==> src/rtl/core/fir_pkg.sv <==
// Shared types, codes and helper functions for the firmware image receiver.
// Has no dependencies; every module of the block imports it.
package fir_pkg;

    // Header layout: three magic bytes, one protocol byte, four size bytes.
    localparam int unsigned HEADER_BYTES = 8;
    localparam int unsigned HDR_CNT_W    = 4;
    localparam int unsigned MAGIC_BYTES  = 3;
    localparam int unsigned SIZE_START   = 4;
    localparam int unsigned CRC_BYTES    = 4;

    localparam logic [7:0] MAGIC_0 = 8'hD1;
    localparam logic [7:0] MAGIC_1 = 8'h36;
    localparam logic [7:0] MAGIC_2 = 8'h4A;

    // Reflected CRC-32 polynomial.
    localparam logic [31:0] CRC_POLY = 32'hEDB8_8320;

    // Event codes on the input channel.
    localparam logic [1:0] OP_CONNECT = 2'd0;
    localparam logic [1:0] OP_DATA    = 2'd1;
    localparam logic [1:0] OP_ABORT   = 2'd2;
    localparam logic [1:0] OP_CLOSE   = 2'd3;

    // Transfer phases.
    localparam logic [2:0] PH_LISTEN = 3'd0;
    localparam logic [2:0] PH_HEADER = 3'd1;
    localparam logic [2:0] PH_WRITE  = 3'd2;
    localparam logic [2:0] PH_CRCW   = 3'd3;
    localparam logic [2:0] PH_DONE   = 3'd4;
    localparam logic [2:0] PH_ERROR  = 3'd5;

    // Reply codes.
    localparam logic [2:0] RC_NONE = 3'd0;
    localparam logic [2:0] RC_HD   = 3'd1;
    localparam logic [2:0] RC_OK   = 3'd2;
    localparam logic [2:0] RC_ER   = 3'd3;
    localparam logic [2:0] RC_CC   = 3'd4;

    // Configuration register indexes (byte address bits [3:2]).
    localparam int unsigned PADDR_W = 4;
    localparam logic [1:0] REG_PART_OFFSET = 2'd0;
    localparam logic [1:0] REG_PART_BYTES  = 2'd1;
    localparam logic [1:0] REG_TARGET_OK   = 2'd2;

    // One input transaction.
    typedef struct packed {
        logic [1:0] op;
        logic [7:0] data_byte;
    } t_in_item;

    // One result transaction.
    typedef struct packed {
        logic [2:0]  reply_code;
        logic        erase_request;
        logic        write_valid;
        logic [31:0] write_offset;
        logic [7:0]  write_byte;
        logic        drop_link;
        logic        reboot_request;
        logic [2:0]  phase_now;
    } t_out_item;

    // Classified event as it sits in the queue between front and back.
    typedef struct packed {
        logic       is_connect;
        logic       is_data;
        logic       is_abort;
        logic       is_close;
        logic [7:0] data;
    } t_cmd;

    // Expected magic byte for a header position below MAGIC_BYTES.
    function automatic logic [7:0] magic_byte(input logic [1:0] idx);
        logic [7:0] m;
        case (idx)
            2'd0:    m = MAGIC_0;
            2'd1:    m = MAGIC_1;
            default: m = MAGIC_2;
        endcase
        return m;
    endfunction

    // Advance a finished (inverted) CRC-32 value by one byte.
    function automatic logic [31:0] crc_byte(input logic [31:0] crc, input logic [7:0] b);
        logic [31:0] c;
        c = ~crc ^ {24'h0, b};
        for (int k = 0; k < 8; k++) begin
            c = c[0] ? ((c >> 1) ^ CRC_POLY) : (c >> 1);
        end
        return ~c;
    endfunction

endpackage

==> src/rtl/core/fir_front.sv <==
// Front end of the firmware image receiver: accepts input transactions,
// decodes the event code and queues them in a two-entry FIFO. Uses fir_pkg.
module fir_front
    import fir_pkg::*;
(
    input  logic     i_clk,
    input  logic     i_rst_n,
    input  logic     i_in_valid,
    input  t_in_item i_in_item,
    output logic     o_in_stall,
    output logic     o_cmd_valid,
    output t_cmd     o_cmd,
    input  logic     i_cmd_pop
);

    t_cmd       r_slot [2];
    logic       r_wr_ptr;
    logic       r_rd_ptr;
    logic [1:0] r_count;
    logic [1:0] n_count;
    logic       push;
    logic       full;
    t_cmd       cmd_in;

    // Decode the event code into one flag per kind.
    always_comb begin
        cmd_in.is_connect = (i_in_item.op == OP_CONNECT);
        cmd_in.is_data    = (i_in_item.op == OP_DATA);
        cmd_in.is_abort   = (i_in_item.op == OP_ABORT);
        cmd_in.is_close   = (i_in_item.op == OP_CLOSE);
        cmd_in.data       = i_in_item.data_byte;
    end

    assign full        = (r_count == 2'd2);
    assign push        = i_in_valid && !full;
    assign o_in_stall  = full;
    assign o_cmd_valid = (r_count != 2'd0);
    assign o_cmd       = r_slot[r_rd_ptr];

    always_comb begin
        n_count = r_count;
        if (push && !i_cmd_pop) begin
            n_count = r_count + 2'd1;
        end else if (!push && i_cmd_pop) begin
            n_count = r_count - 2'd1;
        end
    end

    // Queue pointers and fill count.
    always_ff @(posedge i_clk) begin
        if (!i_rst_n) begin
            r_wr_ptr <= 1'b0;
            r_rd_ptr <= 1'b0;
            r_count  <= 2'd0;
        end else begin
            if (push) begin
                r_wr_ptr <= !r_wr_ptr;
            end
            if (i_cmd_pop) begin
                r_rd_ptr <= !r_rd_ptr;
            end
            r_count <= n_count;
        end
    end

    // Queue storage; payload needs no reset.
    always_ff @(posedge i_clk) begin
        if (push) begin
            r_slot[r_wr_ptr] <= cmd_in;
        end
    end

endmodule

==> src/rtl/core/fir_back.sv <==
// Back end of the firmware image receiver: runs the transfer state machine,
// the CRC-32 and the write address, and holds the result register. Uses fir_pkg.
module fir_back
    import fir_pkg::*;
(
    input  logic        i_clk,
    input  logic        i_rst_n,
    input  logic [31:0] i_partition_offset,
    input  logic [31:0] i_partition_bytes,
    input  logic        i_target_ok,
    input  logic        i_cmd_valid,
    input  t_cmd        i_cmd,
    output logic        o_cmd_pop,
    output logic        o_out_valid,
    output t_out_item   o_out_item,
    input  logic        i_out_stall
);

    logic [2:0]           r_phase;
    logic [HDR_CNT_W-1:0] r_header_count;
    logic                 r_magic_bad;
    logic [31:0]          r_image_size;
    logic [31:0]          r_bytes_written;
    logic [31:0]          r_crc_running;
    logic [2:0]           r_crc_count;
    logic [31:0]          r_crc_expected;
    logic                 r_reboot_sent;
    logic                 r_out_valid;
    t_out_item            r_out_item;

    logic [2:0]           n_phase;
    logic [HDR_CNT_W-1:0] n_header_count;
    logic                 n_magic_bad;
    logic [31:0]          n_image_size;
    logic [31:0]          n_bytes_written;
    logic [31:0]          n_crc_running;
    logic [2:0]           n_crc_count;
    logic [31:0]          n_crc_expected;
    logic                 n_reboot_sent;
    t_out_item            n_out_item;

    logic [HDR_CNT_W-1:0] hc_inc;
    logic [31:0]          bw_inc;
    logic [31:0]          wr_off;
    logic [31:0]          crc_next;
    logic [2:0]           cc_inc;
    logic [31:0]          exp_next;

    // Take the next transaction whenever the result register is free or draining.
    assign o_cmd_pop   = i_cmd_valid && (!r_out_valid || !i_out_stall);
    assign o_out_valid = r_out_valid;
    assign o_out_item  = r_out_item;

    assign hc_inc   = r_header_count + HDR_CNT_W'(1);
    assign bw_inc   = r_bytes_written + 32'd1;
    assign wr_off   = i_partition_offset + r_bytes_written;
    assign crc_next = crc_byte(r_crc_running, i_cmd.data);
    assign cc_inc   = r_crc_count + 3'd1;
    assign exp_next = {r_crc_expected[23:0], i_cmd.data};

    // Next state and result for the transaction at the head of the queue.
    always_comb begin
        n_phase         = r_phase;
        n_header_count  = r_header_count;
        n_magic_bad     = r_magic_bad;
        n_image_size    = r_image_size;
        n_bytes_written = r_bytes_written;
        n_crc_running   = r_crc_running;
        n_crc_count     = r_crc_count;
        n_crc_expected  = r_crc_expected;
        n_reboot_sent   = r_reboot_sent;
        n_out_item      = '0;

        if (i_cmd.is_connect) begin
            n_phase         = PH_HEADER;
            n_header_count  = '0;
            n_magic_bad     = 1'b0;
            n_bytes_written = '0;
            n_crc_running   = '0;
            n_crc_count     = '0;
        end else if (i_cmd.is_data) begin
            case (r_phase)
                PH_HEADER: begin
                    // Magic bytes are checked, size bytes shifted in big-endian.
                    if (r_header_count < HDR_CNT_W'(MAGIC_BYTES)) begin
                        if (i_cmd.data != magic_byte(r_header_count[1:0])) begin
                            n_magic_bad = 1'b1;
                        end
                    end else if (r_header_count >= HDR_CNT_W'(SIZE_START)) begin
                        n_image_size = {r_image_size[23:0], i_cmd.data};
                    end
                    n_header_count = hc_inc;
                    if (hc_inc >= HDR_CNT_W'(HEADER_BYTES)) begin
                        n_header_count = '0;
                        if (n_magic_bad || !i_target_ok) begin
                            n_out_item.reply_code = RC_ER;
                            n_out_item.drop_link  = 1'b1;
                            n_phase               = PH_ERROR;
                        end else begin
                            n_out_item.reply_code    = RC_HD;
                            n_out_item.erase_request = 1'b1;
                            n_phase                  = PH_WRITE;
                        end
                    end
                end
                PH_WRITE: begin
                    // Bound check against the partition, then program and hash.
                    if (r_bytes_written >= i_partition_bytes) begin
                        n_out_item.reply_code = RC_ER;
                        n_out_item.drop_link  = 1'b1;
                        n_phase               = PH_ERROR;
                    end else begin
                        n_out_item.write_valid  = 1'b1;
                        n_out_item.write_offset = wr_off;
                        n_out_item.write_byte   = i_cmd.data;
                        n_crc_running           = crc_next;
                        n_bytes_written         = bw_inc;
                        if (bw_inc == r_image_size) begin
                            n_out_item.reply_code = RC_OK;
                            n_phase               = PH_CRCW;
                            n_crc_count           = '0;
                        end
                    end
                end
                PH_CRCW: begin
                    // Collect the big-endian CRC and compare after its last byte.
                    n_crc_expected = exp_next;
                    n_crc_count    = cc_inc;
                    if (cc_inc >= 3'(CRC_BYTES)) begin
                        n_crc_count          = '0;
                        n_out_item.drop_link = 1'b1;
                        if (exp_next == r_crc_running) begin
                            n_out_item.reply_code = RC_CC;
                            n_phase               = PH_DONE;
                        end else begin
                            n_out_item.reply_code = RC_ER;
                            n_phase               = PH_ERROR;
                        end
                    end
                end
                default: begin
                    // Data while listening, done or in error is ignored.
                end
            endcase
        end else if (i_cmd.is_abort) begin
            n_out_item.drop_link = 1'b1;
            n_phase              = PH_ERROR;
        end else begin
            // Socket closed: first close after success asks for a reboot; any other close returns to listening.
            if (r_phase == PH_DONE && !r_reboot_sent) begin
                n_reboot_sent             = 1'b1;
                n_out_item.reboot_request = 1'b1;
            end else begin
                n_phase         = PH_LISTEN;
                n_bytes_written = '0;
                n_crc_running   = '0;
                n_crc_count     = '0;
            end
        end

        n_out_item.phase_now = n_phase;
    end

    // Transfer state.
    always_ff @(posedge i_clk) begin
        if (!i_rst_n) begin
            r_phase         <= PH_LISTEN;
            r_header_count  <= '0;
            r_magic_bad     <= 1'b0;
            r_image_size    <= '0;
            r_bytes_written <= '0;
            r_crc_running   <= '0;
            r_crc_count     <= '0;
            r_crc_expected  <= '0;
            r_reboot_sent   <= 1'b0;
        end else if (o_cmd_pop) begin
            r_phase         <= n_phase;
            r_header_count  <= n_header_count;
            r_magic_bad     <= n_magic_bad;
            r_image_size    <= n_image_size;
            r_bytes_written <= n_bytes_written;
            r_crc_running   <= n_crc_running;
            r_crc_count     <= n_crc_count;
            r_crc_expected  <= n_crc_expected;
            r_reboot_sent   <= n_reboot_sent;
        end
    end

    // Result register valid flag.
    always_ff @(posedge i_clk) begin
        if (!i_rst_n) begin
            r_out_valid <= 1'b0;
        end else if (o_cmd_pop) begin
            r_out_valid <= 1'b1;
        end else if (!i_out_stall) begin
            r_out_valid <= 1'b0;
        end
    end

    // Result payload.
    always_ff @(posedge i_clk) begin
        if (o_cmd_pop) begin
            r_out_item <= n_out_item;
        end
    end

endmodule

==> src/rtl/core/firmware_image_receiver.sv <==
// Top level of the firmware image receiver: configuration registers on an
// APB-style port, the front-end queue and the back-end state machine. Uses fir_pkg.
//
//  Channel  | Direction | Handshake                 | Payload
//  ---------+-----------+---------------------------+-------------------------
//  in       | input     | i_in_valid / o_in_stall   | t_in_item  (op, data_byte)
//  out      | output    | o_out_valid / i_out_stall | t_out_item (reply and write)
//  config   | input     | psel / penable / pready   | paddr, pwdata, prdata
//
// One transaction is taken per cycle while the queue is not full; each gives exactly one result.
// A transaction accepted into the queue is then taken by the back end, which
// holds its result in the result register; the queue and the result register
// lie between an input and its result.
// The CRC-32 advances one byte per cycle while results are not stalled, in a single combinational step.
// Reset is synchronous and active low; it clears the queue, the state and the
// configuration registers. A stalled output holds its result and the queue
// keeps taking input until both entries are full.
module firmware_image_receiver
    import fir_pkg::*;
(
    input  logic               i_clk,
    input  logic               i_rst_n,
    input  logic               i_in_valid,
    input  t_in_item           i_in_item,
    output logic               o_in_stall,
    output logic               o_out_valid,
    output t_out_item          o_out_item,
    input  logic               i_out_stall,
    input  logic               psel,
    input  logic               penable,
    input  logic               pwrite,
    input  logic [PADDR_W-1:0] paddr,
    input  logic [31:0]        pwdata,
    output logic [31:0]        prdata,
    output logic               pready
);

    logic [31:0] r_partition_offset;
    logic [31:0] r_partition_bytes;
    logic        r_target_ok;
    logic        cfg_write;
    logic        cmd_valid;
    logic        cmd_pop;
    t_cmd        cmd;

    assign pready    = 1'b1;
    assign cfg_write = psel && penable && pwrite;

    // Configuration registers.
    always_ff @(posedge i_clk) begin
        if (!i_rst_n) begin
            r_partition_offset <= '0;
            r_partition_bytes  <= '0;
            r_target_ok        <= 1'b0;
        end else if (cfg_write) begin
            case (paddr[3:2])
                REG_PART_OFFSET: r_partition_offset <= pwdata;
                REG_PART_BYTES:  r_partition_bytes  <= pwdata;
                REG_TARGET_OK:   r_target_ok        <= pwdata[0];
                default: begin
                end
            endcase
        end
    end

    // Register read-back.
    always_comb begin
        case (paddr[3:2])
            REG_PART_OFFSET: prdata = r_partition_offset;
            REG_PART_BYTES:  prdata = r_partition_bytes;
            REG_TARGET_OK:   prdata = {31'h0, r_target_ok};
            default:         prdata = '0;
        endcase
    end

    fir_front u_front (
        .i_clk       (i_clk),
        .i_rst_n     (i_rst_n),
        .i_in_valid  (i_in_valid),
        .i_in_item   (i_in_item),
        .o_in_stall  (o_in_stall),
        .o_cmd_valid (cmd_valid),
        .o_cmd       (cmd),
        .i_cmd_pop   (cmd_pop)
    );

    fir_back u_back (
        .i_clk              (i_clk),
        .i_rst_n            (i_rst_n),
        .i_partition_offset (r_partition_offset),
        .i_partition_bytes  (r_partition_bytes),
        .i_target_ok        (r_target_ok),
        .i_cmd_valid        (cmd_valid),
        .i_cmd              (cmd),
        .o_cmd_pop          (cmd_pop),
        .o_out_valid        (o_out_valid),
        .o_out_item         (o_out_item),
        .i_out_stall        (i_out_stall)
    );

endmodule

==> config.mk <==
export PLATFORM = sky130hd
export DESIGN_NAME = firmware_image_receiver
export DESIGN_NICKNAME = d
export VERILOG_FILES = /design/src/rtl/core/fir_pkg.sv /design/src/rtl/core/fir_front.sv /design/src/rtl/core/fir_back.sv /design/src/rtl/core/firmware_image_receiver.sv
export SDC_FILE = /design/constraint.sdc
export NUM_CORES = 1
export LEC_CHECK = 0
export BUFFER_PORTS_ARGS = -buffer_cell sky130_fd_sc_hd__buf_2
export CORE_UTILIZATION = 55
export CTS_CLUSTER_DIAMETER = 80
export DETAILED_ROUTE_END_ITERATION = 16
export PLACE_DENSITY_LB_ADDON = 0.05
export SLEW_MARGIN = 20
export SYNTH_ARGS = -nofsm -noshare
export SYNTH_HDL_FRONTEND = slang
export SYNTH_SLANG_ARGS = --single-unit
export TNS_END_PERCENT = 5
==> constraint.sdc <==
create_clock -name i_clk -period 3.85 [get_ports i_clk]
set_input_delay 0.385 -clock i_clk [delete_from_list [all_inputs] [get_ports i_clk]]
set_output_delay 0.385 -clock i_clk [all_outputs]
set_load 0.01 [all_outputs]
# Yosys cells after proc, flatten, opt, wreduce, memory -nomap -nowiden
# Memory sizes are Yosys's and may differ from the RTL's. A register that Yosys moved wholly into a read port is not among the register bits.
# Cells that the tools add are included.
[totals] ramBits=24 output_inout_bits=85 register_bits=252 memories=1 word_cells=195 input_bits=53
[mem_list] memory="u_front.r_slot" words=2 word_bits=12 read_ports=1 rd_clocked_by_memory_dff=1 write_ports=1 line="fir_front.sv:16" rtl="t_cmd r_slot [2];"
[op_classes] magnitude_cmp=5 mux=80 bitwise_logic=18 eq_ne=22 addsub=6 reduce_logical=39
[op_table] cell="$mux 32" count=18
[op_table] cell="$not 13->14" count=8
[op_table] cell="$pmux 32 s3" count=1
[op_table] cell="$eq 32x32->1" count=2
[op_table] cell="$not 32->32" count=2
[op_table] cell="$mux 3" count=19
[op_table] cell="$mux 41" count=1
[op_table] cell="$add 32x1->32 const B" count=1
[op_table] cell="$add 32x32->32" count=1
[op_table] cell="$ge 32x32->1" count=1
[op_table] cell="$mux 8" count=4
[op_table] cell="$xor 32x8->32" count=1
[op_table] cell="$mux 1" count=23
[op_table] cell="$pmux 3 s3" count=2
[op_table] cell="$mux 4" count=4
[op_table] cell="$pmux 8 s2" count=1
[op_table] cell="$reduce_and 6->1" count=2
[op_table] cell="$mux 2" count=5
[op_table] cell="$reduce_and 5->1" count=2
[op_table] cell="$logic_not 1->1" count=9
[op_table] cell="$eq 2x2->1 const B" count=4
[op_table] cell="$ne 8x8->1" count=1
[op_table] cell="$reduce_bool 2->1" count=4
[op_table] cell="$reduce_or 4->1" count=2
[op_table] cell="other kinds (29)" count=52

# Longest topological paths before layout
# Gate-level depths: netlist of the first run.
[logic_depth] word_depth=23 ltp_mapped=16 ltp_nobuf=13

# Cells and area by module
# From an unflattened synthesis of the first run, not the netlist that was laid out.
[hier_totals] hier_cells=1819 hier_area_um2=16233.1
[by_module_without_submodules] module="fir_back" cells_each=1429 area_per_inst_um2=12159.2 instances=1 seq_area_each_um2=4164.0
[by_module_without_submodules] module="firmware_image_receiver" cells_each=324 area_per_inst_um2=2952.8 instances=1 seq_area_each_um2=1301.2
[by_module_without_submodules] module="fir_front" cells_each=66 area_per_inst_um2=1121.1 instances=1 seq_area_each_um2=820.8

# Least setup slack after synthesis of the first run
# OpenSTA, ideal clock, no wires.
[synth_timing] path_type="register to register" startpoint="register u_front.r_count[0]" endpoint="register u_back.r_crc_expected[14]" arrival_time_ns=3.317 synth_period_minus_slack_ns=3.393 slack_ns=0.457 path_stages_with_launch=8 cell_sequence="dfxtp_1 -> clkbuf_1 -> o21ai_1 -> clkinv_1 -> nand4_1 -> clkbuf_1 -> nand2_1 -> a21boi_0"
[synth_via] elab_chain_len=3
[synth_lines] item="start: declaration" line="fir_front.sv:19" rtl="logic [1:0] r_count;"
[synth_lines] item="start signal: assignment" line="fir_front.sv:62" rtl="r_count <= n_count;"
[synth_lines] item="$reduce_bool 2->1" line="fir_front.sv:37" rtl="assign o_cmd_valid = (r_count != 2'd0);"
[synth_lines] item="$logic_and 1x1->1" line="fir_back.sv:50" rtl="assign o_cmd_pop = i_cmd_valid && (!r_out_valid || !i_out_stall);"
[synth_lines] item="via cmd_pop" line="firmware_image_receiver.sv:43" rtl="logic cmd_pop;"
[synth_lines] item="$reduce_and 4->1 (no line)"
[synth_lines] item="end signal: assignment" line="fir_back.sv:184" rtl="r_crc_expected <= n_crc_expected;"
[synth_lines] item="end: declaration" line="fir_back.sv:26" rtl="logic [31:0] r_crc_expected;"
# The timed path passes the listed nets, and every way through them passes these cells.
# A chain may end at the register's enable or synchronous reset.

# Worst setup path in the final report of the first run
[layout_timing] startpoint="register u_back.r_bytes_written[2]" endpoint="register u_back.r_crc_count[0]"
[layout_via] elab_chain_len=4
[layout_lines] item="start: declaration" line="fir_back.sv:23" rtl="logic [31:0] r_bytes_written;"
[layout_lines] item="start signal: assignment" line="fir_back.sv:181" rtl="r_bytes_written <= n_bytes_written;"
[layout_lines] item="$add 32x1->32" line="fir_back.sv:55" rtl="assign bw_inc = r_bytes_written + 32'd1;"
[layout_lines] item="$eq 32x32->1" line="fir_back.sv:118" rtl="if (bw_inc == r_image_size) begin"
[layout_lines] item="$ne 4x3->1 (no line)"
[layout_lines] item="$reduce_and 6->1 (no line) (*)"
[layout_lines] item="end signal: assignment" line="fir_back.sv:183" rtl="r_crc_count <= n_crc_count;"
[layout_lines] item="end: declaration" line="fir_back.sv:25" rtl="logic [2:0] r_crc_count;"
# Mark *: on every way between the ends. The rest lies on a longest branch, timed or not.

==> results of run 1 <==
[power groups by stage]
stage | Clock (W) | Sequential [W] | Combinational, W
finish | 0.00293 | 0.00356 | 0.00310
CTS | 0.00297 | 0.00356 | 0.00312
detailed placement | 0 | 0.00362 | 0.00309
floorplan | 0 | 0.00368 | 0.00212
global placement | 0 | 0.00361 | 0.00310
global route | 0.00309 | 0.00359 | 0.00339
[through the flow]
| step | hold slack (ns) | setup WS (ns) | area [sq um] | cells | utilization, % |
|---|---|---|---|---|---|
| 5_1_grt | 0.0267 | 0.0798 | 18300 | 2357 | 63.9 |
| 4_1_cts | 0.0251 | 0.293 | 18300 | 2357 | 63.9 |
| 2_1_floorplan | 0.432 | 0.457 | 16000 | 1816 | - |
| 6_report | 0.0436 | 0.290 | 18300 | 2357 | 63.9 |
| 3_3_place_gp | 0.446 | 0.354 | 17300 | 2292 | 60.1 |
| 3_5_place_dp | 0.456 | 0.303 | 17300 | 2292 | 60.1 |
[area by class of cell]
| class | count | area share, % |
|---|---|---|
| multi-input cells | 1378 | 49.9 |
| flip-flops and latches | 275 | 34.0 |
| repair buffers | 208 | 6.93 |
| clock buffers | 45 | 4.74 |
| well taps | 384 | 2.62 |
| inverters | 54 | 1.11 |
| clock inverters | 13 | 0.744 |
[layer usage]
| metal | global-route usage (%) | vias to the layer above | wire, microns |
|---|---|---|---|
| li1 | - | 6620 | - |
| met1 | 35.8 | 6221 | 18600 |
| met2 | 47.2 | 341 | 19500 |
| met3 | 3.14 | 85 | 1660 |
| met4 | 9.14 | 0 | 1300 |
| met5 | 0 | - | 0 |
[layout by cell type, fill, tap and decap left out, types with 6 or more instances in the layout]
master,count
a21oi_1,49
clkbuf_16,32
edfxtp_1,72
o21a_1,10
and3_1,33
nor2_1,111
clkbuf_1,11
and2_1,10
nand3_1,64
a21boi_1,7
nand2_1,313
a211oi_1,7
and4_1,6
clkinv_1,6
o211a_1,17
a21o_1,33
buf_2,133
mux2i_1,47
nand3b_1,8
nand2b_1,18
dfxtp_1,203
nor2b_1,14
buf_4,66
ha_1,73
or4_1,9
a211o_1,15
or3_1,13
xnor2_1,111
nand4_1,23
o21ai_0,46
xor2_1,46
nor4_1,13
inv_1,52
nor3_1,33
a21boi_0,137
dlygate4sd3_1,7
[path summary, 6_finish.rpt]
check	end	slack [ns]	cells after the start
max	u_back.r_crc_count[0]	0.29	10
min	u_front.r_slot[1][2]	0.04	1
max reg2reg	u_back.r_crc_count[0]	0.29	10
min reg2reg	u_back.r_reboot_sent	0.47	1
[logic make-up (layout without fill, tap and decap cells)]
group | Yosys count | after routing | share of synthesized area (%)
fa+ha+maj | 74 | 74 | 5.82
mux | 57 | 57 | 3.88
simple gates | 697 | 697 | 20.8
other cells | 1 | 1 | 0.0234
buf+inv | 163 | 320 | 4.17
xor+xnor | 162 | 162 | 9.09
compound gates | 387 | 387 | 17.4
flops | 275 | 275 | 38.9
[flip-flops by register name, indices dropped and copies added, names as in the netlist, named ones only]
name and count:
u_back.r_crc_count 3, u_front.r_rd_ptr 1, u_back.r_magic_bad 1, u_back.r_image_size 32, r_partition_bytes 32, r_partition_offset 32
u_front.r_slot 22, u_back.r_phase 3, u_back.r_crc_expected 24, u_front.r_wr_ptr 1, u_back.r_bytes_written 32, u_back.o_out_item 50
r_target_ok 1, u_back.o_out_valid 1, u_back.r_header_count 4, u_back.r_crc_running 32, u_back.r_reboot_sent 1, u_front.r_count 2
[what timing repair did]
| item | CTS | global route |
|---|---|---|
| endpoints found under the hold margin | 14 | 0 |
| hold buffers | 7 | 0 |
| setup endpoints to repair | 0 | 0 |
[synth_stat cells (4+ instances only)]
master / count
ha_1: 73
xnor2_2: 4
nor3_1: 34
mux2i_1: 47
inv_1: 52
edfxtp_1: 72
buf_6: 4
o211a_1: 17
and3_1: 33
and4_1: 6
nand2b_1: 18
nand3_1: 64
a21oi_1: 49
or4_1: 9
or3_1: 13
mux2_2: 5
dfxtp_1: 203
a21boi_1: 7
a211o_1: 15
or2_2: 5
nor4_1: 13
a2bb2oi_1: 4
xor2_1: 46
clkbuf_1: 83
nor3b_1: 6
xnor2_1: 111
a22o_1: 4
a211oi_1: 7
o21ai_0: 46
a22oi_1: 5
buf_2: 11
o21a_1: 10
buf_1: 7
nand2_1: 313
nor2_1: 113
nand3b_1: 8
nor2b_1: 14
a21boi_0: 137
a21o_1: 33
and2_1: 10
nand4_1: 23
==> impl_metrics.ini, run 1 <==
[placed_design]
gp_congestion = 0.955
post-dp-hpwl_mm = 29.4
place.port_buffers = 134

[grt]
grt_pass1_wl_mm = 66.9
grt_pass1_vias = 13000
antenna_found_initial = 0
grt_max_degree = 97
grt.overflow.total = 0
track_usage_pct = 27.4

[floorplanning]
die_w_microns = 173
core_sq_um = 28700
dieArea_sq_um = 29800
rows = 62
start_util_pct = 55.8
io_pins = 138
die_h_microns = 173

[logic_synthesis]
synth_cells = 1816
syn_area_per_cell_sq_um = 8.82
syn_area_sq_um = 16000
yosys_warnings = 0
yosysTopAreaCell = dfxtp_1
syn-num-nets = 1943
ys_seq_area_share_pct = 38.9
synthTopCellsByArea = dfxtp_1 25%, edfxtp_1 13%, nand2_1 7.3%
ys_ff_latch = 275
synth_top_area_share_pct = 25.4
async_flop_share_pct = 0
synth_edf_count = 72
ys.flop_type = dfxtp_1
synth_cell_types = 88

[run]
maxCapViolCount = 0

[cts]
clockBufferDepth = 3
clk_pin_slew_ns = 0.06
cts-root-buf = clkbuf_16
cts_setup_buffers = 0
cts-buffers-inserted = 31
cts_resized = 0
insertion_delay_ns = 0.57
tritoncts = yes
clock-sinks = 275
htreeDepth = 1

[worst_setup_path]
cp-end-kind = register
critPathSlowestCell = dfxtp_1
cp.required_ns = 4.27
path_delay_family = simple AND/OR/NAND/NOR gates
r2r_start = u_back.r_bytes_written[2]
path_cells = nand3_1 -> buf_4 -> nor4_1 -> xnor2_1 -> o221ai_1 -> nor4_1 -> o2111ai_1 -> nor4_4 -> a31o_1 -> a31oi_1
arrival_ns = 3.98
crit_path_start_kind = register
crit_top_cell = nor4_1
critPathMaxFanout = 11
critical_path_class = reg2reg
critical-path-max-stage-delay_ns = 0.58
crit_buf_inv = 1
crit_path_start = u_back.r_bytes_written[2]

[timing]
worst_pin_slew_ns = 1.07
final.setup.tns_ns = 0
fmax_ghz = 0.281
setup_violations = 0
slew_violations = 0
finClkSkew_ns = 0.0163
post-route-min-period_ns = 3.56
fin_crit_sh_pct = 92.5
slew_headroom_pct = 27.6
finalHoldViolCount = 0
grt_setup_unrepaired = false

[routing]
ant_nets = 0
drt-total-wl_mm = 41.0
viasPerCell = 5.63
drc = 1
wl_per_cell_microns = 17.4
dr_total_vias = 13300
dr.pass1.iters = 11
drt_iter0_drc = 1006

[pwr]
combPwrFrac_pct = 32.4
power.density_nw_per_um2 = 523
power.internal_w = 0.00641
power_w = 0.00959
p_seq_share_pct = 37.1
leakage_nw = 7.55
p_sw_w = 0.00318
swShare_pct = 33.1
clkPwrFrac_pct = 30.5
ir_worst_vdd_uv = 410

[status]
status = complete, but fails checks
violations = DRC

[finish]
num-fill-cells = 2540
seq_area_sq_um = 6230
layout.nets = 2075
multi_input_area_sq_um = 9150
diodes = 0
area_delta_synth_final_pct = 14.4
drive_above_1_share_pct = 14.5

[worst_hold_path]
hold_start = i_in_item[2]
hp-class = in2reg
Power figures use the tool's default switching activity.
==> inputs of run 2 (changes only) <==
==> constraint.sdc (replaced) <==
create_clock -name i_clk -period 3.85 [get_ports i_clk]
set_input_delay 0.385 -clock i_clk [delete_from_list [all_inputs] [get_ports i_clk]]
set_output_delay 0.385 -clock i_clk [all_outputs]
set_load 0.02 [all_outputs]
==> impl_metrics.ini, run 2 (same netlist as run 1, synthesis figures left out) <==
[timing]
post-route-min-period_ns = 3.51
grt_setup_unrepaired = false
finClkSkew_ns = 0.0158
slew_violations = 0
worst_pin_slew_ns = 0.981
fmax_ghz = 0.285
fin_crit_sh_pct = 91.3
slew_headroom_pct = 33.5
finalHoldViolCount = 0
setup_violations = 0
final.setup.tns_ns = 0

[routing]
ant_nets = 0
drt-total-wl_mm = 41.5
dr_total_vias = 13400
wl_per_cell_microns = 17.6
drc = 1
drt_iter0_drc = 1187
viasPerCell = 5.68
dr.pass1.iters = 13

[grt]
track_usage_pct = 27.5
grt_max_degree = 97
grt_pass1_wl_mm = 67.3
antenna_found_initial = 0
grt.overflow.total = 0
grt_pass1_vias = 12900

[worst_setup_path]
cp-end-kind = register
arrival_ns = 3.81
critPathMaxFanout = 7
critical_path_class = reg2reg
crit_path_start_kind = register
crit_top_cell = a21o_1
cp.required_ns = 4.15
critPathSlowestCell = dfxtp_1
path_cells = ha_1 -> a21o_1 -> a21o_1 -> a2111oi_0 -> o211ai_1 -> a41o_1 -> a31o_2 -> a21oi_1 -> xnor2_1 -> nor2_1
critical-path-max-stage-delay_ns = 0.55
path_delay_family = compound AO/OA/AOI/OAI gates
crit_buf_inv = 0

[finish]
num-fill-cells = 2580
area_delta_synth_final_pct = 14.3
largest_reg_flops = 50
postLayoutCoreUtil_pct = 63.8
layout.nets = 2074
final_common_cell = nand2_1
drive_above_1_share_pct = 15.0
final_cell_mix = 313 x nand2_1, 203 x dfxtp_1, 137 x a21boi_0, 133 x buf_2
diodes = 0

[cts]
hold_buffers = 7
tritoncts = yes
htreeDepth = 1
cts_setup_buffers = 0
clk_pin_slew_ns = 0.06
clockBufferDepth = 3
cts_resized = 0
insertion_delay_ns = 0.57
cts-buffers-inserted = 30
clock-sinks = 275
cts-root-buf = clkbuf_16

[pwr]
power.density_nw_per_um2 = 527
ir_worst_vdd_uv = 523
leakage_nw = 7.54

[floorplanning]
die_w_microns = 173
core_sq_um = 28700
dieArea_sq_um = 29800
rows = 62
io_pins = 138
die_h_microns = 173
start_util_pct = 55.8

[placed_design]
post-dp-hpwl_mm = 29.6
place.port_buffers = 134
gp_congestion = 0.952

[worst_hold_path]
hp-class = in2reg

[run]
maxCapViolCount = 0

[status]
status = complete, but fails checks
violations = DRC
## run 2: stage by stage
stage | total power, W | cells | hold WS, ns | area [sq um] | setup WS (ns)
after global routing | 0.0101 | 2355 | 0.0286 | 18300 | 0.0628
after CTS | 0.00971 | 2355 | 0.0332 | 18300 | 0.313
final | 0.00965 | 2355 | 0.0422 | 18300 | 0.336
after floorplan | 0.00595 | 1816 | 0.432 | 16000 | 0.457
after global placement | 0.00685 | 2292 | 0.446 | 17300 | 0.355
after detailed placement | 0.00686 | 2292 | 0.457 | 17300 | 0.324
## run 2: final cells by class
cell class	count	area (sq um)	area share, %
clock buffers	42	867	4.74
clock inverters	14	114	0.622
inverters	54	203	1.11
multi-input cells	1378	9150	50.0
flip-flops and latches	275	6230	34.0
well taps	384	480	2.62
repair buffers	208	1270	6.94
## run 2: where the power goes
part / internal [W] / switching (W)
logic: 0.00128 / 0.00197
registers: 0.00337 / 0.000186
clock network: 0.00164 / 0.00120
## run 2: worst register-to-register path: stages, from the launching register on
cell and delay (ns):
dfxtp_1 0.55, ha_1 0.40, a21o_1 0.21, a21o_1 0.19, a2111oi_0 0.46, o211ai_1 0.29
a41o_1 0.33, a31o_2 0.25, a21oi_1 0.36, xnor2_1 0.17, nor2_1 0.05
## run 2: final timing paths
kind | start | end | slack, ns | cells after the start
worst max-delay path | u_back.r_bytes_written[12] | u_back.o_out_item[44] | 0.34 | 10
worst min-delay path | i_in_item[2] | u_front.r_slot[0][2] | 0.04 | 1
worst max register to register | u_back.r_bytes_written[12] | u_back.o_out_item[44] | 0.34 | 10
worst min register to register | u_back.r_reboot_sent | u_back.r_reboot_sent | 0.47 | 1
## run 2: per-layer routing
metal  up-vias  wire (microns)  share of wire, %  global-route usage (%)
met5         -               0                 0                       0
met1      6381           18900                46                    36.1
met2       307           20000                48                    48.3
li1       6616               -                 -                       -
met4         0             975               2.3                    7.41
met3        62            1600               3.9                    2.79
